## src/design/clx_pkg.sv

```systemverilog
// Shared types, codes and character helpers for the configuration text lexer.
package clx_pkg;

    // Token kinds as seen on the result channel
    typedef enum logic [3:0] {
        TK_INVALID  = 4'd0,
        TK_IDENT    = 4'd1,
        TK_TRUE     = 4'd2,
        TK_FALSE    = 4'd3,
        TK_NUMBER   = 4'd4,
        TK_EQUAL    = 4'd5,
        TK_LBRACE   = 4'd6,
        TK_RBRACE   = 4'd7,
        TK_LBRACKET = 4'd8,
        TK_RBRACKET = 4'd9,
        TK_NEWLINE  = 4'd10
    } t_tok_kind;

    // What the lexer holds open between bytes
    typedef enum logic [1:0] {
        PK_NONE  = 2'd0,
        PK_RUN   = 2'd1,
        PK_QUOTE = 2'd2,
        PK_DASH  = 2'd3
    } t_pend;

    localparam int StartBits = 16;

    typedef struct packed {
        t_tok_kind              kind;
        logic [StartBits-1:0]   start;
        logic                   last;
    } t_token;

    // Up to two tokens produced by one byte, handed from front to queue
    typedef struct packed {
        logic [1:0] cnt;
        t_token     tok0;
        t_token     tok1;
    } t_push;

    // Keyword tracker: letters seen (capped at five) and candidates still alive
    typedef struct packed {
        logic [2:0] prog;
        logic [1:0] cand;
    } t_kw;

    localparam int QDepth = 4;
    localparam int QPtrW  = $clog2(QDepth);
    localparam int QCntW  = $clog2(QDepth + 1);

    localparam logic [7:0] ChDash    = 8'h2D;
    localparam logic [7:0] ChDot     = 8'h2E;
    localparam logic [7:0] ChQuote   = 8'h22;
    localparam logic [7:0] ChEqual   = 8'h3D;
    localparam logic [7:0] ChLBrace  = 8'h7B;
    localparam logic [7:0] ChRBrace  = 8'h7D;
    localparam logic [7:0] ChLBrack  = 8'h5B;
    localparam logic [7:0] ChRBrack  = 8'h5D;
    localparam logic [7:0] ChNewline = 8'h0A;
    localparam logic [7:0] ChSpace   = 8'h20;

    function automatic logic is_letter(input logic [7:0] b);
        return (b >= 8'h41 && b <= 8'h5A) || (b >= 8'h61 && b <= 8'h7A);
    endfunction

    function automatic logic is_digit(input logic [7:0] b);
        return b >= 8'h30 && b <= 8'h39;
    endfunction

    function automatic logic [7:0] true_char(input logic [2:0] k);
        logic [7:0] c;
        unique case (k)
            3'd0:    c = 8'h74; // t
            3'd1:    c = 8'h72; // r
            3'd2:    c = 8'h75; // u
            3'd3:    c = 8'h65; // e
            default: c = 8'h00;
        endcase
        return c;
    endfunction

    function automatic logic [7:0] false_char(input logic [2:0] k);
        logic [7:0] c;
        unique case (k)
            3'd0:    c = 8'h66; // f
            3'd1:    c = 8'h61; // a
            3'd2:    c = 8'h6C; // l
            3'd3:    c = 8'h73; // s
            3'd4:    c = 8'h65; // e
            default: c = 8'h00;
        endcase
        return c;
    endfunction

    // Advance the keyword tracker by one letter
    function automatic t_kw kw_track(input t_kw kw, input logic [7:0] b);
        t_kw r;
        r = kw;
        if (kw.prog < 3'd4 && b != true_char(kw.prog)) r.cand[0] = 1'b0;
        if (kw.prog < 3'd5 && b != false_char(kw.prog)) r.cand[1] = 1'b0;
        if (kw.prog < 3'd5) r.prog = kw.prog + 3'd1;
        return r;
    endfunction

    function automatic t_tok_kind run_kind(input t_kw kw);
        t_tok_kind k;
        if (kw.cand[0] && kw.prog >= 3'd4) k = TK_TRUE;
        else if (kw.cand[1] && kw.prog >= 3'd5) k = TK_FALSE;
        else k = TK_IDENT;
        return k;
    endfunction

    // Append a token in the next free slot; a third one is dropped
    function automatic t_push add_tok(input t_push p, input t_tok_kind kind,
                                      input logic [StartBits-1:0] start);
        t_push r;
        r = p;
        if (p.cnt == 2'd0) begin
            r.tok0 = '{kind: kind, start: start, last: 1'b0};
            r.cnt  = 2'd1;
        end else if (p.cnt == 2'd1) begin
            r.tok1 = '{kind: kind, start: start, last: 1'b0};
            r.cnt  = 2'd2;
        end
        return r;
    endfunction

endpackage

```

## src/design/clx_in_if.sv

```systemverilog
// Byte channel into the lexer.
interface clx_in_if;
    logic       valid;
    logic       ready;
    logic [7:0] data_byte;
    logic       end_of_text;

    modport source(output valid, output data_byte, output end_of_text, input ready);
    modport sink(input valid, input data_byte, input end_of_text, output ready);
endinterface

```

## src/design/clx_out_if.sv

```systemverilog
// Token channel out of the lexer.
interface clx_out_if;
    logic        valid;
    logic        ready;
    logic [3:0]  token_kind;
    logic [15:0] start_offset;
    logic        last_of_run;

    modport source(output valid, output token_kind, output start_offset,
                   output last_of_run, input ready);
    modport sink(input valid, input token_kind, input start_offset,
                 input last_of_run, output ready);
endinterface

```

## src/design/clx_front.sv

```systemverilog
// Front end: takes bytes, keeps the lexer state and emits zero to two tokens per byte.
module clx_front
    import clx_pkg::*;
#(
    parameter int OFFSET_BITS = 16
) (
    input  logic        i_clk,
    input  logic        i_rst_n,
    clx_in_if.sink      i_in,
    input  logic        i_room,
    output t_push       o_push
);

    localparam logic [OFFSET_BITS-1:0] PosMax   = '1;
    localparam logic [OFFSET_BITS-1:0] ClampLim = OFFSET_BITS'(17'h0FFFF);

    logic                   r_num;
    t_pend                  r_pend;
    logic [OFFSET_BITS-1:0] r_pstart;
    t_kw                    r_kw;
    logic [OFFSET_BITS-1:0] r_pos;

    logic                   n_num;
    t_pend                  n_pend;
    logic [OFFSET_BITS-1:0] n_pstart;
    t_kw                    n_kw;
    logic [OFFSET_BITS-1:0] n_pos;

    logic       accept;
    logic       fresh;
    logic [7:0] b;
    logic       eot;
    t_push      push;

    function automatic logic [StartBits-1:0] clamp(input logic [OFFSET_BITS-1:0] v);
        logic [StartBits-1:0] r;
        if (v > ClampLim) r = '1;
        else r = StartBits'(v);
        return r;
    endfunction

    assign b          = i_in.data_byte;
    assign eot        = i_in.end_of_text;
    assign i_in.ready = i_room;
    assign accept     = i_in.valid && i_room;

    always_comb begin
        n_num    = r_num;
        n_pend   = r_pend;
        n_pstart = r_pstart;
        n_kw     = r_kw;
        n_pos    = r_pos;
        fresh    = 1'b1;
        push     = '0;

        // close or extend whatever is open
        unique case (r_pend)
            PK_RUN: begin
                if (is_letter(b)) begin
                    n_kw  = kw_track(r_kw, b);
                    fresh = 1'b0;
                end else begin
                    push   = add_tok(push, run_kind(r_kw), clamp(r_pstart));
                    n_pend = PK_NONE;
                end
            end
            PK_QUOTE: begin
                if (is_letter(b) || is_digit(b) || b == ChSpace) begin
                    fresh = 1'b0;
                end else if (b == ChQuote) begin
                    push   = add_tok(push, TK_IDENT, clamp(r_pstart));
                    n_pend = PK_NONE;
                    fresh  = 1'b0;
                end else begin
                    push   = add_tok(push, TK_INVALID, clamp(r_pstart));
                    n_pend = PK_NONE;
                end
            end
            PK_DASH: begin
                if (is_digit(b)) begin
                    push  = add_tok(push, TK_NUMBER, clamp(r_pstart));
                    n_num = 1'b1;
                    fresh = 1'b0;
                end else begin
                    push = add_tok(push, TK_INVALID, clamp(r_pstart));
                end
                n_pend = PK_NONE;
            end
            PK_NONE: begin
            end
        endcase

        if (fresh) begin
            priority if (is_letter(b)) begin
                n_pend   = PK_RUN;
                n_pstart = r_pos;
                n_kw     = kw_track('{prog: 3'd0, cand: 2'b11}, b);
            end else if (is_digit(b)) begin
                if (!n_num) begin
                    push  = add_tok(push, TK_NUMBER, clamp(r_pos));
                    n_num = 1'b1;
                end
            end else begin
                unique case (b)
                    ChDot: begin
                        if (!n_num) push = add_tok(push, TK_INVALID, clamp(r_pos));
                    end
                    ChDash: begin
                        n_pend   = PK_DASH;
                        n_pstart = r_pos;
                    end
                    ChQuote: begin
                        n_pend   = PK_QUOTE;
                        n_pstart = r_pos;
                    end
                    ChEqual:  push = add_tok(push, TK_EQUAL, clamp(r_pos));
                    ChLBrace: push = add_tok(push, TK_LBRACE, clamp(r_pos));
                    ChRBrace: push = add_tok(push, TK_RBRACE, clamp(r_pos));
                    ChLBrack: push = add_tok(push, TK_LBRACKET, clamp(r_pos));
                    ChRBrack: push = add_tok(push, TK_RBRACKET, clamp(r_pos));
                    ChNewline: begin
                        n_num = 1'b0;
                        push  = add_tok(push, TK_NEWLINE, clamp(r_pos));
                    end
                    default: begin
                    end
                endcase
            end
        end

        if (eot) begin
            // flush and start a new text at offset zero
            if (n_pend == PK_RUN) push = add_tok(push, run_kind(n_kw), clamp(n_pstart));
            else if (n_pend != PK_NONE) push = add_tok(push, TK_INVALID, clamp(n_pstart));
            n_num    = 1'b0;
            n_pend   = PK_NONE;
            n_pstart = '0;
            n_kw     = '{prog: 3'd0, cand: 2'b11};
            n_pos    = '0;
        end else if (r_pos != PosMax) begin
            n_pos = r_pos + OFFSET_BITS'(1);
        end

        if (push.cnt == 2'd1) push.tok0.last = 1'b1;
        if (push.cnt == 2'd2) push.tok1.last = 1'b1;
        if (!accept) push.cnt = 2'd0;
    end

    assign o_push = push;

    always_ff @(posedge i_clk) begin
        if (!i_rst_n) begin
            r_num    <= 1'b0;
            r_pend   <= PK_NONE;
            r_pstart <= '0;
            r_kw     <= '{prog: 3'd0, cand: 2'b11};
            r_pos    <= '0;
        end else if (accept) begin
            r_num    <= n_num;
            r_pend   <= n_pend;
            r_pstart <= n_pstart;
            r_kw     <= n_kw;
            r_pos    <= n_pos;
        end
    end

endmodule

```

## src/design/clx_queue.sv

```systemverilog
// Token queue between front and back: two writes and one read per cycle.
module clx_queue
    import clx_pkg::*;
(
    input  logic   i_clk,
    input  logic   i_rst_n,
    input  t_push  i_push,
    output logic   o_room,
    output logic   o_valid,
    output t_token o_tok,
    input  logic   i_pop
);

    t_token             r_mem [QDepth];
    logic [QPtrW-1:0]   r_wr;
    logic [QPtrW-1:0]   r_rd;
    logic [QCntW-1:0]   r_cnt;
    logic [QPtrW-1:0]   n_wr;
    logic [QPtrW-1:0]   n_rd;
    logic [QCntW-1:0]   n_cnt;

    assign o_room  = r_cnt <= QCntW'(QDepth - 2);
    assign o_valid = r_cnt != '0;
    assign o_tok   = r_mem[r_rd];

    always_comb begin
        n_wr  = r_wr + QPtrW'(i_push.cnt);
        n_rd  = r_rd + QPtrW'(i_pop);
        n_cnt = r_cnt + QCntW'(i_push.cnt) - QCntW'(i_pop);
    end

    always_ff @(posedge i_clk) begin
        if (!i_rst_n) begin
            r_wr  <= '0;
            r_rd  <= '0;
            r_cnt <= '0;
        end else begin
            r_wr  <= n_wr;
            r_rd  <= n_rd;
            r_cnt <= n_cnt;
        end
    end

    always_ff @(posedge i_clk) begin
        if (i_push.cnt != 2'd0) r_mem[r_wr] <= i_push.tok0;
        if (i_push.cnt == 2'd2) r_mem[r_wr + QPtrW'(1)] <= i_push.tok1;
    end

endmodule

```

## src/design/clx_back.sv

```systemverilog
// Back end: output register that presents one token per transfer.
module clx_back
    import clx_pkg::*;
(
    input  logic       i_clk,
    input  logic       i_rst_n,
    input  logic       i_valid,
    input  t_token     i_tok,
    output logic       o_pop,
    clx_out_if.source  o_out
);

    logic   r_valid;
    t_token r_tok;

    // load whenever the register is empty or its token leaves this cycle
    assign o_pop = i_valid && (!r_valid || o_out.ready);

    always_ff @(posedge i_clk) begin
        if (!i_rst_n) begin
            r_valid <= 1'b0;
        end else if (!r_valid || o_out.ready) begin
            r_valid <= i_valid;
        end
    end

    always_ff @(posedge i_clk) begin
        if (o_pop) r_tok <= i_tok;
    end

    assign o_out.valid        = r_valid;
    assign o_out.token_kind   = r_tok.kind;
    assign o_out.start_offset = r_tok.start;
    assign o_out.last_of_run  = r_tok.last;

endmodule

```

## src/design/config_text_lexer.sv

```systemverilog
// Top level of the configuration text lexer.
//
//  channel  | dir | payload                                   | handshake
//  i_in     | in  | data_byte[7:0], end_of_text               | valid/ready
//  o_out    | out | token_kind[3:0], start_offset[15:0],      | valid/ready
//           |     | last_of_run                               |
//
// One byte per cycle unless ready is low; tokens go through the queue, then the output register.
// A byte that yields two tokens needs two output transfers; the four-entry token queue absorbs that.
// i_in.ready drops while the queue holds more than two tokens, so stalls on o_out reach i_in.
// Reset (i_rst_n low at a clock edge) clears the lexer state, the queue and the output register.
module config_text_lexer
    import clx_pkg::*;
#(
    parameter int OFFSET_BITS = 16
) (
    input  logic       i_clk,
    input  logic       i_rst_n,
    clx_in_if.sink     i_in,
    clx_out_if.source  o_out
);

    t_push  push;
    logic   room;
    logic   q_valid;
    t_token q_tok;
    logic   pop;

    clx_front #(
        .OFFSET_BITS(OFFSET_BITS)
    ) u_front (
        .i_clk   (i_clk),
        .i_rst_n (i_rst_n),
        .i_in    (i_in),
        .i_room  (room),
        .o_push  (push)
    );

    clx_queue u_queue (
        .i_clk   (i_clk),
        .i_rst_n (i_rst_n),
        .i_push  (push),
        .o_room  (room),
        .o_valid (q_valid),
        .o_tok   (q_tok),
        .i_pop   (pop)
    );

    clx_back u_back (
        .i_clk   (i_clk),
        .i_rst_n (i_rst_n),
        .i_valid (q_valid),
        .i_tok   (q_tok),
        .o_pop   (pop),
        .o_out   (o_out)
    );

endmodule

```

## src/flat_wrapper.sv

```systemverilog
// flat-port wrapper written by rule: the top's interface ports become plain ports
module config_text_lexer_flat import clx_pkg::*;
#(
    parameter int OFFSET_BITS = 16
)
  (i_clk, i_rst_n, i_in_valid, i_in_data_byte, i_in_end_of_text, i_in_ready, o_out_valid, o_out_token_kind, o_out_start_offset, o_out_last_of_run, o_out_ready);
  clx_in_if i_in_i ();
  clx_out_if o_out_i ();
  input  logic i_clk;
  input  logic i_rst_n;
  input wire logic [$bits(i_in_i.valid)-1:0] i_in_valid;
  input wire logic [$bits(i_in_i.data_byte)-1:0] i_in_data_byte;
  input wire logic [$bits(i_in_i.end_of_text)-1:0] i_in_end_of_text;
  output wire logic [$bits(i_in_i.ready)-1:0] i_in_ready;
  output wire logic [$bits(o_out_i.valid)-1:0] o_out_valid;
  output wire logic [$bits(o_out_i.token_kind)-1:0] o_out_token_kind;
  output wire logic [$bits(o_out_i.start_offset)-1:0] o_out_start_offset;
  output wire logic [$bits(o_out_i.last_of_run)-1:0] o_out_last_of_run;
  input wire logic [$bits(o_out_i.ready)-1:0] o_out_ready;
  assign i_in_i.valid = i_in_valid;
  assign i_in_i.data_byte = i_in_data_byte;
  assign i_in_i.end_of_text = i_in_end_of_text;
  assign i_in_ready = i_in_i.ready;
  assign o_out_valid = o_out_i.valid;
  assign o_out_token_kind = o_out_i.token_kind;
  assign o_out_start_offset = o_out_i.start_offset;
  assign o_out_last_of_run = o_out_i.last_of_run;
  assign o_out_i.ready = o_out_ready;
  config_text_lexer #(.OFFSET_BITS(OFFSET_BITS)) u_core (.i_clk(i_clk), .i_rst_n(i_rst_n), .i_in(i_in_i), .o_out(o_out_i));
endmodule
```

## config.mk

```make
export PLATFORM = sky130hd
export DESIGN_NAME = config_text_lexer_flat
export DESIGN_NICKNAME = d
export VERILOG_FILES = /design/src/design/clx_pkg.sv /design/src/design/clx_in_if.sv /design/src/design/clx_out_if.sv /design/src/design/clx_front.sv /design/src/design/clx_queue.sv /design/src/design/clx_back.sv /design/src/design/config_text_lexer.sv /design/src/flat_wrapper.sv
export SDC_FILE = /design/constraint.sdc
export NUM_CORES = 1
export LEC_CHECK = 0
export BUFFER_PORTS_ARGS = -buffer_cell sky130_fd_sc_hd__buf_2
export CAP_MARGIN = 5
export CORE_ASPECT_RATIO = 0.6
export CORE_MARGIN = 4
export CORE_UTILIZATION = 50
export DETAILED_ROUTE_END_ITERATION = 7
export HOLD_SLACK_MARGIN = 0.06
export PLACE_DENSITY = 0.76
export REMOVE_ABC_BUFFERS = 1
export SYNTH_ARGS = -nofsm -noshare
export SYNTH_HDL_FRONTEND = slang
export SYNTH_SLANG_ARGS = --single-unit
```

## constraint.sdc

```tcl
create_clock -name i_clk -period 8.6 [get_ports i_clk]
set_input_delay 2.15 -clock i_clk [delete_from_list [all_inputs] [get_ports i_clk]]
set_output_delay 2.15 -clock i_clk [all_outputs]
set_load 0.05 [all_outputs]
```

# [Word level (Yosys, flattened, before mapping)]
# Memories as Yosys holds them, arrays and structs flattened. A register that Yosys moved wholly into a read port is not among the register bits.
# Index checks and enable logic that the tools add are counted.
[totals] regBits=48 mem_bits_rw=84 in_bits=13 out_inout_bits=23 elab_cells=196 memories=1
[mem_list] name="u_core.u_queue.r_mem" words=4 word_bits=21 read_ports=1 rd_ports_with_merged_regs=1 write_ports=2 line="clx_queue.sv:14" rtl="t_token r_mem [QDepth];"
[op_classes] addsub=7 magnitude_cmp=16 n_eq_ne=28 muxes=109 reduce_logical=25
[op_table] op="two-way mux 21 bit" n=30
[op_table] op="two-way mux 44 bit" n=8
[op_table] op="one-hot mux 44 bit (7 select lines)" n=1
[op_table] op="two-way mux 16 bit" n=10
[op_table] op="one-hot mux 43 bit (3 select lines)" n=1
[op_table] op="two-way mux 43 bit" n=2
[op_table] op="two-way mux 8 bit" n=8
[op_table] op="greater-than comparator 16 bit, second input constant" n=3
[op_table] op="two-way mux 41 bit" n=1
[op_table] op="equality test 8 x 6 -> 1 bit, second input constant" n=5
[op_table] op="two-way mux 39 bit" n=1
[op_table] op="one-hot mux 7 bit (5 select lines)" n=1
[op_table] op="equality test 8 x 7 -> 1 bit, second input constant" n=4
[op_table] op="!= test 8 bit" n=4
[op_table] op="two-way mux 2 bit" n=15
[op_table] op="one-hot mux 7 bit (4 select lines)" n=1
[op_table] op="two-way mux 5 bit" n=5
[op_table] op="two-way mux 1 bit" n=21
[op_table] op="adder 16 x 1 -> 16 bit, second input constant" n=1
[op_table] op="greater-or-equal comparator 8 x 7 -> 1 bit, second input constant" n=2
[op_table] op="less-or-equal comparator 8 x 7 -> 1 bit, second input constant" n=2
[op_table] op="!= test 16 bit, second input constant" n=1
[op_table] op="greater-or-equal comparator 3 bit, second input constant" n=4
[op_table] op="logical AND 1 bit" n=11
[op_table] op="28 further kinds" n=43

# [Longest topological paths before layout]
# Gate-level depths: netlist (run 1).
[depth] ltp_word=25 ltp_mapped=20 depth_no_buf=18

# [By module]
# A second synthesis (run 1) with hierarchy kept.
[unflattened] hier_cells=699 hier_area_um2=8765.9
[modules_own_cells] module="clx_queue" instances=1 cells_each=245 area_per_inst_um2=4674.5 seq_area_each_um2=2662.6
[modules_own_cells] module="clx_front" instances=1 cells_each=429 area_per_inst_um2=3413.3 seq_area_each_um2=800.8
[modules_own_cells] module="clx_back" instances=1 cells_each=25 area_per_inst_um2=678.2 seq_area_each_um2=650.6

# [Worst setup path before layout (run 1)]
# Ideal clock, no wire load.
[synth_path] path_kind="input -> register" from="input port i_in_data_byte[0]" to="memory u_core.u_queue.r_mem[0][0] in the netlist's numbering, enable pin" setup_time_ns=0.459 arrival_time_ns=7.131 t_required_ns=8.141 path_slack_ns=1.010 stages=15 n_path_buf=2 cell_sequence="buf_6 -> or4_4 -> or3_1 -> o41ai_2 -> or2_1 -> buf_6 -> inv_1 -> ha_1 -> nand2_1 -> o221ai_4 -> inv_1 -> ha_1 -> nor3b_1 -> o21a_1 -> o41ai_1"
[synth_rtl] element="start: declaration" line="flat_wrapper.sv:12" rtl="input wire logic [$bits(i_in_i.data_byte)-1:0] i_in_data_byte;"
[synth_rtl] element="end: declaration" line="clx_queue.sv:14"

==> insert_results.sql, run 1 <==
INSERT INTO impl_metrics (metric_group, metric, value, unit) VALUES
('global_route', 'pin_count_of_the_biggest_net_entering_global_routing', '36', ''),
('route', 'drt_first_pass_iters', '6', ''),
('floorplanning', 'initial_utilization', '51.8', '%'),
('synth', 'post_synth.cell_area_avg', '11.7', 'sq um'),
('timing', 'setup_total_negative_slack', '0', 'ns'),
('global_route', 'vias_in_the_first_global_route', '6149', ''),
('layout', 'final_cells', '991', ''),
('pwr', 'power.static_leakage', '0.00360', 'uW'),
('timing', 'fin_worst_hold_slack', '0.506', 'ns'),
('cts', 'worstSkewPairLatency', '0.42', 'ns'),
('synth', 'leading_post_synthesis_cells_by_cell_area', 'sky130_fd_sc_hd__edfxtp_1 37%, sky130_fd_sc_hd__dfxtp_1 11%, sky130_fd_sc_hd__mux2i_1 9.2%', ''),
('synth', 'yosys_register_bits', '153', ''),
('timing', 'setup_viol_count_final', '0', ''),
('cts', 'cts_made_buffers', '17', ''),
('cts', 'clk_pin_slew', '0.06', 'ns'),
('placed_design', 'gp_congestion', '0.989', ''),
('run', 'cap_violations', '0', ''),
('layout', 'area.growth.synth_to_final', '10.5', '%'),
('status', 'status', 'finished clean', ''),
('timing', 'clock-skew-final', '0.0140', 'ns'),
('worst_setup_path', 'cp_data_arrival_time', '6.86', 'ns'),
('cts', 'cts.hold.buffers_added', '0', ''),
('pwr', 'worst_supply_voltage_drop_on_vdd', '221', 'uV'),
('cts', 'clock_tree.root_cell', 'sky130_fd_sc_hd__clkbuf_16', ''),
('cts', 'maximum_buffer_depth_of_the_clock_tree', '2', ''),
('synth', 'synthArstFlopShare', '0', '%'),
('worst_setup_path', 'crit_buf_inv', '3', ''),
('layout', 'post_route_cells_drive_above_1_share', '17.0', '%'),
('cts', 'post-cts-setup-buffers', '0', ''),
('worst_setup_path', 'critPathMaxStageDelay', '0.72', 'ns'),
('pwr', 'swShare', '33.0', '%'),
('global_route', 'grt_antenna_before_repair', '0', ''),
('pwr', 'share_clk_of_total_power', '33.2', '%'),
('timing', 'count_of_final_hold_check_violations', '0', ''),
('layout', 'finalInstanceArea', '9470', 'sq um'),
('synth', 'synth_area_leader_cell', 'sky130_fd_sc_hd__edfxtp_1', ''),
('worst_setup_path', 'critical_path_peak_fanout', '22', ''),
('route', 'routedWlPerCell', '22.1', 'um'),
('route', 'ratio_of_routed_vias_to_standard_cells', '6.39', ''),
('synth', 'ys_seq_area_share', '48.0', '%'),
('worst_setup_path', 'worst_path_dominant_cell_family', 'simple AND/OR/NAND/NOR gates', ''),
('placed_design', 'detailedPlacementHpwl', '15200', 'um'),
('floorplanning', 'die_span_in_y', '109', 'um'),
('placed_design', 'buffer_ports.inserted', '35', ''),
('layout', 'layout.nets', '779', ''),
('worst_setup_path', 'timing.critical_path.slowest_stage_cell', 'sky130_fd_sc_hd__o21ai_2', ''),
('layout', 'post-route-util', '57.3', '%'),
('route', 'route.detailed.drc', '0', ''),
('route', 'final_antenna_net_count', '0', ''),
('floorplanning', 'top_level_i_o_count', '36', ''),
('pwr', 'power_density', '238', 'nW/um^2'),
('floorplanning', 'placeableCoreArea', '16500', 'sq um'),
('pwr', 'internal_power', '1510', 'uW'),
('floorplanning', 'die-width', '177', 'um'),
('placed_design', 'placedCellCount', '958', ''),
('pwr', 'power.switching', '742', 'uW'),
('placed_design', 'placed_area', '8860', 'sq um'),
('cts', 'cts_tree', 'yes', ''),
('timing', 'worst_slew_pin_slew', '1.28', 'ns'),
('worst_setup_path', 'critPathLaunchType', 'input port', ''),
('min_path', 'hold_class', 'register to register', ''),
('pwr', 'pwr-share-seq', '41.1', '%'),
('worst_setup_path', 'timing.critical_path.to_type', 'register', ''),
('worst_setup_path', 'cp.required', '8.63', 'ns'),
('synth', 'yosys.cell_types.count', '83', ''),
('floorplanning', 'row_count', '36', ''),
('synth', 'syn_area', '8560', 'sq um'),
('timing', 'max_clock_freq', '146', 'MHz'),
('route', 'routed-via-count', '6334', ''),
('timing', 'share_of_the_clock_period_used_by_the_worst_path_after_layout', '79.5', '%'),
('timing', 'max_transition_viols_final', '0', '');
==> worst register-to-register path, delay by kind of cell (launching register included) <==
kind / cells / cell delay [ns]
flops: 1 / 0.69
buf+inv: 3 / 0.54
simple gates: 4 / 1.11
fa+ha+maj: 2 / 0.59
compound gates: 4 / 1.67
==> power by group through the flow <==
stage          clock, uW  combinational [uW]  sequential (uW)
2_1_floorplan          0                 221             1140
3_3_place_gp           0                 572              936
3_5_place_dp           0                 582              940
6_report             746                 580              925
4_1_cts              749                 584              926
5_1_grt              787                 617              932
==> per-stage QoR <==
step | total power (uW) | setup slack (ns)
2_1_floorplan | 1360 | 1.01
3_3_place_gp | 1510 | 1.55
6_report | 2250 | 1.76
3_5_place_dp | 1520 | 1.40
4_1_cts | 2260 | 1.77
5_1_grt | 2340 | 1.53
==> layout by cell type (no fill, tap or decap), drive strengths merged, types with 24 or more instances in the layout <==
cell type	instances
mux2i	79
nand2	43
buf	46
nor2b	30
dfxtp	48
nor2	33
inv	24
o21ai	26
a22oi	54
edfxtp	105
==> layout make-up <==
cell class / count / area [sq um]
repair buffers: 46 / 262
clock inverters: 9 / 83.8
clock buffers: 23 / 510
multi-input cells: 510 / 4130
well taps: 228 / 285
flip-flops and latches: 153 / 4110
inverters: 22 / 82.6
fillers: 1338 / 7060
==> logic make-up (layout without fill, tap and decap cells) <==
logic type                 Yosys count  count (layout)  share of synthesized area [%]
xor gates and xnor gates            21              21                           2.15
buffers and inverters               71             100                           3.97
adders and majority gates           16              16                           2.43
DFF                                153             153                           48.0
AOI/OAI and AO/OA                  160             160                           13.9
and+or+nand+nor                    211             211                           14.5
muxes                              102             102                           15.0
==> flip-flops by register name (all words and copies together) (netlist names) <==
name	count
u_core.u_back.o_out.last_of_run	1
u_core.u_back.o_out.start_offset	16
u_core.u_back.o_out.token_kind	4
u_core.u_back.o_out.valid	1
u_core.u_front.r_kw	5
u_core.u_front.r_num	1
u_core.u_front.r_pend	2
u_core.u_front.r_pos	16
u_core.u_front.r_pstart	16
u_core.u_queue.r_cnt	3
u_core.u_queue.r_mem	84
u_core.u_queue.r_rd	2
u_core.u_queue.r_wr	2
==> synth_stat cells (3+ instances only) <==
library cell and count:
sky130_fd_sc_hd__nor3b_1 4, sky130_fd_sc_hd__and2_1 11, sky130_fd_sc_hd__xor2_1 10, sky130_fd_sc_hd__inv_1 20, sky130_fd_sc_hd__and4b_1 4, sky130_fd_sc_hd__xnor2_1 11
sky130_fd_sc_hd__nor3_1 15, sky130_fd_sc_hd__a311oi_1 3, sky130_fd_sc_hd__buf_6 6, sky130_fd_sc_hd__nand4_1 3, sky130_fd_sc_hd__nand3_1 16, sky130_fd_sc_hd__buf_1 6
sky130_fd_sc_hd__and4_1 3, sky130_fd_sc_hd__nor2_1 32, sky130_fd_sc_hd__edfxtp_1 105, sky130_fd_sc_hd__nor2b_1 30, sky130_fd_sc_hd__o21ai_1 7, sky130_fd_sc_hd__or3_1 12
sky130_fd_sc_hd__a21oi_1 18, sky130_fd_sc_hd__nand4b_1 4, sky130_fd_sc_hd__o21a_1 4, sky130_fd_sc_hd__a21o_1 5, sky130_fd_sc_hd__nand2b_1 6, sky130_fd_sc_hd__a32oi_1 4
sky130_fd_sc_hd__a31oi_1 7, sky130_fd_sc_hd__dfxtp_1 48, sky130_fd_sc_hd__mux4_2 21, sky130_fd_sc_hd__a31o_2 3, sky130_fd_sc_hd__o21ai_0 19, sky130_fd_sc_hd__o41ai_1 3
sky130_fd_sc_hd__o211ai_1 4, sky130_fd_sc_hd__ha_1 15, sky130_fd_sc_hd__buf_2 9, sky130_fd_sc_hd__nor4_1 5, sky130_fd_sc_hd__mux2i_1 79, sky130_fd_sc_hd__buf_4 4
sky130_fd_sc_hd__a22oi_1 54, sky130_fd_sc_hd__clkbuf_1 22, sky130_fd_sc_hd__nand2_1 41, sky130_fd_sc_hd__o31ai_1 6
==> routing by layer <==
layer / GRT usage (%) / up-vias / routed length, um
met5: 0 / - / 0
met2: 33.0 / 308 / 9110
met3: 6.84 / 27 / 2490
met1: 35.3 / 3139 / 10100
met4: 5.52 / 0 / 250
li1: - / 2860 / -
==> path summary, 6_finish.rpt <==
check / from / end / slack [ns] / cells after the start
worst max-delay path: i_in_data_byte[1] / u_core.u_queue.r_mem[2][11]$_DFFE_PP_ / 1.76 / 14
worst min register to register: u_core.u_back.o_out.valid$_SDFFE_PN0N_ / u_core.u_back.o_out.valid$_SDFFE_PN0N_ / 0.51 / 2
worst min-delay path: u_core.u_back.o_out.valid$_SDFFE_PN0N_ / u_core.u_back.o_out.valid$_SDFFE_PN0N_ / 0.51 / 2
worst max register to register: u_core.u_front.r_pend[0]$_SDFFE_PN0P_ / u_core.u_queue.r_mem[2][11]$_DFFE_PP_ / 3.61 / 13
Power figures use the tool's default switching activity.
==> run 2, diff against run 1 <==
--- a/config.mk
+++ b/config.mk
@@ -5,6 +5,7 @@
 export SDC_FILE = /design/constraint.sdc
 export NUM_CORES = 1
 export LEC_CHECK = 0
+export ABC_AREA = 1
 export BUFFER_PORTS_ARGS = -buffer_cell sky130_fd_sc_hd__buf_2
 export CAP_MARGIN = 5
 export CORE_ASPECT_RATIO = 0.6
@@ -12,7 +13,7 @@
 export CORE_UTILIZATION = 50
 export DETAILED_ROUTE_END_ITERATION = 7
 export HOLD_SLACK_MARGIN = 0.06
-export PLACE_DENSITY = 0.76
+export PLACE_DENSITY = 0.78
 export REMOVE_ABC_BUFFERS = 1
 export SYNTH_ARGS = -nofsm -noshare
 export SYNTH_HDL_FRONTEND = slang
==> constraint.sdc (replaced) <==
create_clock -name i_clk -period 5.5 [get_ports i_clk]
set_input_delay 1.375 -clock i_clk [delete_from_list [all_inputs] [get_ports i_clk]]
set_output_delay 1.375 -clock i_clk [all_outputs]
set_load 0.05 [all_outputs]
==> run 2 against run 1 <==
Effect of this change:
- total power increased by 64%
- setup slack got worse by 1.2 ns
- final cell count increased by 45%
- design area increased by 5.8%
- count of clock-buffer cells in the layout decreased by 6
- hold slack got worse by 0.042 ns
- critical path type unchanged
- largest cell class unchanged
- largest power group unchanged
- highest routed layer unchanged
==> insert_results.sql, run 2 <==
INSERT INTO impl_metrics (metric_group, metric, value, unit) VALUES
('pwr', 'worst_supply_voltage_drop_on_vdd', '239', 'uV'),
('layout', 'seqCellArea', '4110', 'sq um'),
('timing', 'max_clock_freq', '201', 'MHz'),
('pwr', 'power_density', '369', 'nW/um^2'),
('worst_setup_path', 'timing.critical_path.slowest_stage_cell', 'sky130_fd_sc_hd__fa_1', ''),
('placed_design', 'buffer_ports.inserted', '35', ''),
('cts', 'clock_tree.root_cell', 'sky130_fd_sc_hd__clkbuf_16', ''),
('route', 'drt_iter0_markers', '1243', ''),
('timing', 'finalCriticalPeriod', '4.98', 'ns'),
('layout', 'multi_input_comb_area', '4160', 'sq um'),
('global_route', 'grt.overflow.total', '0', ''),
('synth', 'synth_ff_type', 'sky130_fd_sc_hd__edfxtp_1', ''),
('floorplanning', 'die-width', '182', 'um'),
('cts', 'cts.repair.resized', '0', ''),
('floorplanning', 'dieArea', '20400', 'sq um'),
('synth', 'yosys_register_bits', '153', ''),
('timing', 'max_transition_viols_final', '0', ''),
('pwr', 'pwr-share-seq', '39.5', '%'),
('floorplanning', 'die_span_in_y', '112', 'um'),
('placed_design', 'placedCellCount', '1408', ''),
('global_route', 'vias_in_the_first_global_route', '7305', ''),
('cts', 'cts_tree', 'yes', ''),
('global_route', 'pin_count_of_the_biggest_net_entering_global_routing', '45', ''),
('cts', 'maximum_buffer_depth_of_the_clock_tree', '2', ''),
('global_route', 'grt_antenna_before_repair', '0', ''),
('timing', 'layout_setup_ws', '0.522', 'ns'),
('layout', 'layout.nets', '1222', ''),
('timing', 'share_of_the_clock_period_used_by_the_worst_path_after_layout', '90.5', '%'),
('worst_setup_path', 'cp.required', '5.82', 'ns'),
('synth', 'synth_most_common_cell', 'sky130_fd_sc_hd__nand2_1', ''),
('placed_design', 'detailedPlacementHpwl', '16600', 'um'),
('worst_setup_path', 'critical_path_peak_fanout', '10', ''),
('timing', 'rsz0062_at_grt', 'false', ''),
('timing', 'setup_viol_count_final', '0', ''),
('route', 'route.detailed.drc', '0', ''),
('layout', 'mostFrequentLayoutCell', 'sky130_fd_sc_hd__nand2_1', ''),
('worst_setup_path', 'cp_data_arrival_time', '5.29', 'ns'),
('pwr', 'swShare', '38.3', '%'),
('route', 'routedWlPerCell', '16.6', 'um'),
('synth', 'ys_seq_area_share', '45.4', '%'),
('timing', 'clock-skew-final', '0.0107', 'ns'),
('floorplanning', 'row_count', '37', ''),
('worst_setup_path', 'critPathKind', 'input port to register', ''),
('layout', 'final_cells', '1440', ''),
('pwr', 'power.switching', '1420', 'uW'),
('floorplanning', 'top_level_i_o_count', '36', ''),
('global_route', 'grt_first_pass_wirelength', '38300', 'um'),
('synth', 'synth_cells', '1164', ''),
('layout', 'finalInstanceArea', '10000', 'sq um'),
('layout', 'post_route_cells_drive_above_1_share', '12.1', '%'),
('synth', 'yosys.cell_types.count', '44', ''),
('cts', 'worstSkewPairLatency', '0.43', 'ns'),
('layout', 'mostFrequentLayoutCells', '292 x sky130_fd_sc_hd__nand2_1, 122 x sky130_fd_sc_hd__inv_1, 110 x sky130_fd_sc_hd__o21ai_0', ''),
('pwr', 'comb_power_share', '30.3', '%'),
('cts', 'cts_made_buffers', '17', ''),
('timing', 'slew_headroom', '23.4', '%'),
('placed_design', 'dp_worst_setup_slack', '0.118', 'ns'),
('global_route', 'global_route.usage.total', '23.3', '%'),
('worst_setup_path', 'timing.critical_path.to_type', 'register', ''),
('pwr', 'internal_power', '2280', 'uW'),
('cts', 'cts_sinks', '153', ''),
('worst_setup_path', 'critPathLaunchType', 'input port', ''),
('route', 'ratio_of_routed_vias_to_standard_cells', '5.68', ''),
('pwr', 'power.static_leakage', '0.00409', 'uW'),
('layout', 'area.growth.synth_to_final', '10.6', '%'),
('timing', 'worst_slew_pin_slew', '1.15', 'ns'),
('route', 'final_antenna_net_count', '0', ''),
('route', 'drt_first_pass_iters', '6', ''),
('cts', 'clk_pin_slew', '0.07', 'ns'),
('min_path', 'hold_class', 'register to register', ''),
('timing', 'count_of_final_hold_check_violations', '0', ''),
('layout', 'nFillCells', '1515', ''),
('synth', 'synth_top_cells_by_count', '292 x sky130_fd_sc_hd__nand2_1, 122 x sky130_fd_sc_hd__inv_1, 114 x sky130_fd_sc_hd__o21ai_0', ''),
('cts', 'cts_htree_levels', '4', ''),
('run', 'cap_violations', '0', ''),
('floorplanning', 'initial_utilization', '51.9', '%'),
('cts', 'post-cts-setup-buffers', '0', ''),
('status', 'status', 'finished clean', ''),
('timing', 'fin_worst_hold_slack', '0.464', 'ns'),
('synth', 'synthArstFlopShare', '0', '%'),
('layout', 'max_flop_register', 'u_core.u_queue.r_mem', ''),
('worst_setup_path', 'critPathMaxStageDelay', '0.37', 'ns'),
('pwr', 'share_clk_of_total_power', '30.1', '%'),
('synth', 'synth_warnings', '0', ''),
('synth', 'leading_post_synthesis_cells_by_cell_area', 'sky130_fd_sc_hd__edfxtp_1 35%, sky130_fd_sc_hd__nand2_1 12%, sky130_fd_sc_hd__dfxtp_1 11%', ''),
('synth', 'post_synth.cell_area_avg', '7.78', 'sq um'),
('route', 'routed-via-count', '8178', ''),
('placed_design', 'placed_area', '9460', 'sq um'),
('cts', 'cts.hold.buffers_added', '0', ''),
('layout', 'max_ffs_per_register', '84', ''),
('route', 'finalWirelength', '24000', 'um'),
('floorplanning', 'placeableCoreArea', '17500', 'sq um'),
('synth', 'synth_top_area_share', '34.8', '%'),
('synth', 'synth_area_leader_cell', 'sky130_fd_sc_hd__edfxtp_1', ''),
('worst_setup_path', 'path_common_cell', 'sky130_fd_sc_hd__inv_1', ''),
('placed_design', 'gp_congestion', '1.00', ''),
('synth', 'synth_enable_flop_cells', '105', ''),
('synth', 'syn_area', '9060', 'sq um'),
('layout', 'antennaDiodeCount', '0', ''),
('layout', 'post-route-util', '57.4', '%');
-- run 2: changes by cell type after synthesis, moves of 33 or more --
cell                      delta
sky130_fd_sc_hd__a21oi_1    +33
sky130_fd_sc_hd__a22oi_1    -52
sky130_fd_sc_hd__inv_1     +102
sky130_fd_sc_hd__mux2i_1    -79
sky130_fd_sc_hd__nand2_1   +251
sky130_fd_sc_hd__nand3_1    +41
sky130_fd_sc_hd__nor2_1     +68
sky130_fd_sc_hd__o21ai_0    +95
sky130_fd_sc_hd__o21ai_1    +57
sky130_fd_sc_hd__o22ai_1    +37
-- run 2: cells by family (layout without fill, tap and decap cells) --
group	Yosys count	after routing	synth area share, %
AND/OR/NAND/NOR	509	509	25.0
AO/OA/AOI/OAI	295	295	17.7
buffers and inverters	184	226	8.95
flip-flops	153	153	45.4
adder cells (fa/ha/maj)	16	16	2.29
XOR/XNOR	7	7	0.677
-- run 2: routing by layer --
| layer | part of all wire, % | routed length (um) | vias up | track usage, % |
|---|---|---|---|---|
| met5 | 0 | 0 | - | 0 |
| met2 | 40 | 9700 | 393 | 32.9 |
| met4 | 1.4 | 335 | 0 | 6.10 |
| met3 | 10 | 2510 | 37 | 5.47 |
| li1 | - | - | 4003 | - |
| met1 | 48 | 11400 | 3745 | 35.9 |
-- run 2: per-stage QoR --
| stage | TNS (ns) | power [uW] |
|---|---|---|
| 6_report | 0 | 3700 |
| 5_1_grt | 0 | 3870 |
| 4_1_cts | 0 | 3700 |
| 3_5_place_dp | 0 | 2610 |
| 3_3_place_gp | 0 | 2580 |
| 2_1_floorplan | -20.83 | 2280 |
-- run 2: worst paths after layout --
path,startpoint,slack (ns),depth (start not counted),end
worst max-delay path,i_in_data_byte[7],0.52,30,u_core.u_queue.r_cnt[2]$_SDFF_PN0_
worst min-delay path,u_core.u_front.r_pstart[13]$_SDFFE_PN0P_,0.46,2,u_core.u_front.r_pstart[13]$_SDFFE_PN0P_
worst max register to register,u_core.u_front.r_pend[0]$_SDFFE_PN0P_,1.35,27,u_core.u_queue.r_cnt[2]$_SDFF_PN0_
worst min register to register,u_core.u_front.r_pstart[13]$_SDFFE_PN0P_,0.46,2,u_core.u_front.r_pstart[13]$_SDFFE_PN0P_
-- run 2: cell type report --
class	count	area share, %
Clock buffer	17	4.25
Clock inverter	15	1.29
Inverter	131	4.91
Multi-Input combinational cell	827	41.5
Sequential cell	153	41.1
Tap cell	234	2.92
Timing Repair Buffer	63	4.10
-- run 2: critical path, delay by kind of cell --
| kind | cells | cell delay, ns |
|---|---|---|
| AOI/OAI and AO/OA | 3 | 0.31 |
| adders and majority gates | 5 | 1.41 |
| buffers and inverters | 10 | 0.81 |
| and+or+nand+nor | 12 | 1.36 |
-- run 2: power by group through the flow --
stage	sequential, uW	clock [uW]	combinational (uW)
4_1_cts	1460	1120	1120
3_3_place_gp	1480	0	1100
6_report	1460	1110	1120
2_1_floorplan	1820	0	454
5_1_grt	1470	1170	1220
3_5_place_dp	1490	0	1120
==> run 3, diff against run 2 <==
--- a/config.mk
+++ b/config.mk
@@ -5,15 +5,17 @@
 export SDC_FILE = /design/constraint.sdc
 export NUM_CORES = 1
 export LEC_CHECK = 0
-export ABC_AREA = 1
+export ABC_AREA = 0
 export BUFFER_PORTS_ARGS = -buffer_cell sky130_fd_sc_hd__buf_2
 export CAP_MARGIN = 5
+export CELL_PAD_IN_SITES_DETAIL_PLACEMENT = 1
+export CELL_PAD_IN_SITES_GLOBAL_PLACEMENT = 1
 export CORE_ASPECT_RATIO = 0.6
 export CORE_MARGIN = 4
-export CORE_UTILIZATION = 50
+export CORE_UTILIZATION = 46
 export DETAILED_ROUTE_END_ITERATION = 7
 export HOLD_SLACK_MARGIN = 0.06
-export PLACE_DENSITY = 0.78
+export PLACE_DENSITY = 0.86
 export REMOVE_ABC_BUFFERS = 1
 export SYNTH_ARGS = -nofsm -noshare
 export SYNTH_HDL_FRONTEND = slang
==> run 3 against run 2 <==
Effect of this change:
- hold slack improved by 0.048 ns
- sequential share of layout area grew 1.7 points
- sequential power about the same
- clock skew barely moved
- setup slack got worse by 0.29 ns
- total power down 4.0%
- combinational power is 16% lower
- utilization down 4.5 points
- global-route usage rose by 3.5 points
==> insert_results.sql, run 3 (same netlist as run 1, synthesis figures left out) <==
INSERT INTO impl_metrics (metric_group, metric, value, unit) VALUES
('status', 'status', 'finished clean', ''),
('floorplanning', 'row_count', '38', ''),
('worst_setup_path', 'r2r-start', 'u_core.u_front.r_pend[0]$_SDFFE_PN0P_', ''),
('placed_design', 'placed_area', '9040', 'sq um'),
('pwr', 'internal_power', '2300', 'uW'),
('timing', 'rsz0062_at_grt', 'false', ''),
('floorplanning', 'die_span_in_y', '114', 'um'),
('timing', 'worst_slew_pin_slew', '1.37', 'ns'),
('floorplanning', 'placeableCoreArea', '18200', 'sq um'),
('layout', 'area.growth.synth_to_final', '12.3', '%'),
('min_path', 'holdPathStages', '2', ''),
('global_route', 'global_route.usage.total', '26.9', '%'),
('worst_setup_path', 'timing.critical_path.slowest_stage_cell', 'sky130_fd_sc_hd__or4_4', ''),
('layout', 'post_route_cells_drive_above_1_share', '19.0', '%'),
('timing', 'finalCriticalPeriod', '5.26', 'ns'),
('layout', 'max_flop_register', 'u_core.u_queue.r_mem', ''),
('worst_setup_path', 'setup.reg_to_reg.worst_slack', '1.04', 'ns'),
('worst_setup_path', 'cp_data_arrival_time', '5.39', 'ns'),
('layout', 'nFillCells', '1891', ''),
('min_path', 'hold_class', 'register to register', ''),
('global_route', 'grt_antenna_before_repair', '0', ''),
('layout', 'mostFrequentLayoutCell', 'sky130_fd_sc_hd__edfxtp_1', ''),
('floorplanning', 'die-width', '184', 'um'),
('cts', 'cts_htree_levels', '4', ''),
('pwr', 'power.switching', '1250', 'uW'),
('worst_setup_path', 'crit_path_cell_trace', 'buf_2 > or4_4 > or3_1 > o41ai_2 > or2_1 > inv_1 > ha_1 > nand2_1 > o221ai_4 > inv_1 > ha_1 > and2_1 > nand2_1 > a22oi_1 > buf_4 > a22oi_1 > mux2i_1', ''),
('layout', 'finalInstanceArea', '9620', 'sq um'),
('global_route', 'grt_first_pass_wirelength', '42500', 'um'),
('timing', 'slew_headroom', '8.35', '%'),
('route', 'drt_first_pass_iters', '6', ''),
('worst_setup_path', 'critical_path_peak_fanout', '16', ''),
('route', 'finalWirelength', '27500', 'um'),
('worst_setup_path', 'critPathMaxStageDelay', '0.59', 'ns'),
('cts', 'cts.hold.buffers_added', '0', ''),
('worst_setup_path', 'cp.required', '5.63', 'ns'),
('worst_setup_path', 'critical_path_depth', '17', ''),
('layout', 'layout.nets', '796', ''),
('placed_design', 'gp_congestion', '0.889', ''),
('route', 'routedWlPerCell', '26.9', 'um'),
('pwr', 'comb_power_share', '26.5', '%'),
('cts', 'clock_tree.root_cell', 'sky130_fd_sc_hd__clkbuf_16', ''),
('pwr', 'share_clk_of_total_power', '32.7', '%'),
('run', 'cap_violations', '0', ''),
('cts', 'worstSkewPairLatency', '0.43', 'ns'),
('route', 'route.detailed.drc', '0', ''),
('worst_setup_path', 'worstRegToRegCells', '15', ''),
('cts', 'maximum_buffer_depth_of_the_clock_tree', '2', ''),
('timing', 'setup_viol_count_final', '0', ''),
('worst_setup_path', 'timing.critical_path.to_type', 'register', ''),
('route', 'routed-via-count', '6733', ''),
('min_path', 'timing.hold.worst.start', 'u_core.u_back.o_out.valid$_SDFFE_PN0N_', ''),
('floorplanning', 'dieArea', '20900', 'sq um'),
('cts', 'cts_made_buffers', '17', ''),
('timing', 'count_of_final_hold_check_violations', '0', ''),
('layout', 'mostFrequentLayoutCells', '105 x sky130_fd_sc_hd__edfxtp_1, 79 x sky130_fd_sc_hd__mux2i_1, 54 x sky130_fd_sc_hd__a22oi_1', ''),
('timing', 'max_clock_freq', '190', 'MHz'),
('placed_design', 'detailedPlacementHpwl', '18000', 'um'),
('cts', 'cts_tree', 'yes', ''),
('cts', 'clk_pin_slew', '0.06', 'ns'),
('placed_design', 'buffer_ports.inserted', '35', ''),
('layout', 'max_ffs_per_register', '84', ''),
('worst_setup_path', 'critPathKind', 'input port to register', ''),
('floorplanning', 'initial_utilization', '47.2', '%'),
('global_route', 'pin_count_of_the_biggest_net_entering_global_routing', '36', ''),
('pwr', 'swShare', '35.1', '%'),
('worst_setup_path', 'critPathLaunchType', 'input port', ''),
('min_path', 'min_delay_worst_endpoint', 'u_core.u_back.o_out.valid$_SDFFE_PN0N_', ''),
('floorplanning', 'top_level_i_o_count', '36', ''),
('timing', 'max_transition_viols_final', '0', ''),
('timing', 'share_of_the_clock_period_used_by_the_worst_path_after_layout', '95.7', '%'),
('pwr', 'pwr-share-seq', '40.9', '%'),
('route', 'final_antenna_net_count', '0', ''),
('pwr', 'worst_supply_voltage_drop_on_vdd', '232', 'uV'),
('timing', 'fin_worst_hold_slack', '0.513', 'ns'),
('global_route', 'grt.overflow.total', '0', ''),
('timing', 'clock-skew-final', '0.0108', 'ns'),
('route', 'drt_iter0_markers', '831', ''),
('worst_setup_path', 'r2r-end', 'u_core.u_queue.r_mem[3][18]$_DFFE_PP_', ''),
('layout', 'antennaDiodeCount', '0', ''),
('pwr', 'power_density', '369', 'nW/um^2'),
('worst_setup_path', 'crit_buf_inv', '4', ''),
('route', 'ratio_of_routed_vias_to_standard_cells', '6.60', ''),
('global_route', 'vias_in_the_first_global_route', '6971', ''),
('worst_setup_path', 'worst_path_dominant_cell_family', 'simple AND/OR/NAND/NOR gates', ''),
('cts', 'cts_sinks', '153', ''),
('pwr', 'power.static_leakage', '0.00366', 'uW');
-- run 3: cell types whose count changed in the layout (fill, tap and decap cells not counted), sizes merged, moves of 37 or more --
cell,previous run,this run
nand2,304,43
nor2,108,33
nand3,69,18
o21ai,179,26
a22oi,2,54
mux2i,0,79
inv,139,27
o22ai,37,0
-- run 3: per-layer routing --
layer  share of wire [%]  GRT usage [%]  vias to the layer above
met2                  46           41.9                      376
met4                 3.4           9.06                        0
li1                    -              -                     2900
met1                  40           36.3                     3383
met5                   0              0                        -
met3                  10           7.84                       74
-- run 3: power groups by stage --
stage / registers (uW) / logic [uW] / clock network, uW
finish: 1450 / 940 / 1160
global route: 1460 / 998 / 1220
CTS: 1450 / 947 / 1170
detailed placement: 1480 / 932 / 0
global placement: 1460 / 898 / 0
floorplan: 1780 / 346 / 0
-- run 3: final cells by class --
class,count,area (sq um),area share (%)
Inverter,22,82.6,0.859
Clock buffer,19,433,4.50
Multi-Input combinational cell,510,4140,43.0
Tap cell,240,300,3.12
Clock inverter,13,139,1.44
Timing Repair Buffer,63,410,4.27
Sequential cell,153,4110,42.8
-- run 3: worst max path at each step --
stage,endpoint,startpoint
2_1_floorplan,u_core.u_queue.r_mem[0][0]$_DFFE_PP_,i_in_data_byte[1]
3_3_place_gp,u_core.u_queue.r_cnt[2]$_SDFF_PN0_,i_in_data_byte[1]
3_5_place_dp,u_core.u_queue.r_cnt[2]$_SDFF_PN0_,i_in_data_byte[1]
4_1_cts,u_core.u_queue.r_mem[3][18]$_DFFE_PP_,i_in_data_byte[1]
5_1_grt,u_core.u_queue.r_mem[3][18]$_DFFE_PP_,i_in_data_byte[1]
6_report,u_core.u_queue.r_mem[3][15]$_DFFE_PP_,i_in_data_byte[1]
-- run 3: tightest hold or removal path, stage by stage, from the launching register on --
cell	delay, ns
sky130_fd_sc_hd__dfxtp_1	0.33
sky130_fd_sc_hd__nand2_1	0.06
sky130_fd_sc_hd__a21boi_0	0.07
-- run 3: timing repair --
item,CTS,global route
buffers inserted,0,0
setup endpoints to repair,0,1
gates resized for setup,0,1
-- run 3: stage by stage --
step | setup WS [ns] | std cells | power (uW) | setup TNS (ns) | util (%)
2_1_floorplan | -1.32 | 685 | 2130 | -40.03 | -
3_3_place_gp | 0.0646 | 988 | 2360 | 0 | 49.8
3_5_place_dp | -0.124 | 988 | 2410 | -0.313 | 49.8
4_1_cts | 0.199 | 1020 | 3570 | 0 | 52.9
5_1_grt | 0.0445 | 1020 | 3680 | 0 | 52.9
6_report | 0.237 | 1020 | 3550 | 0 | 52.9
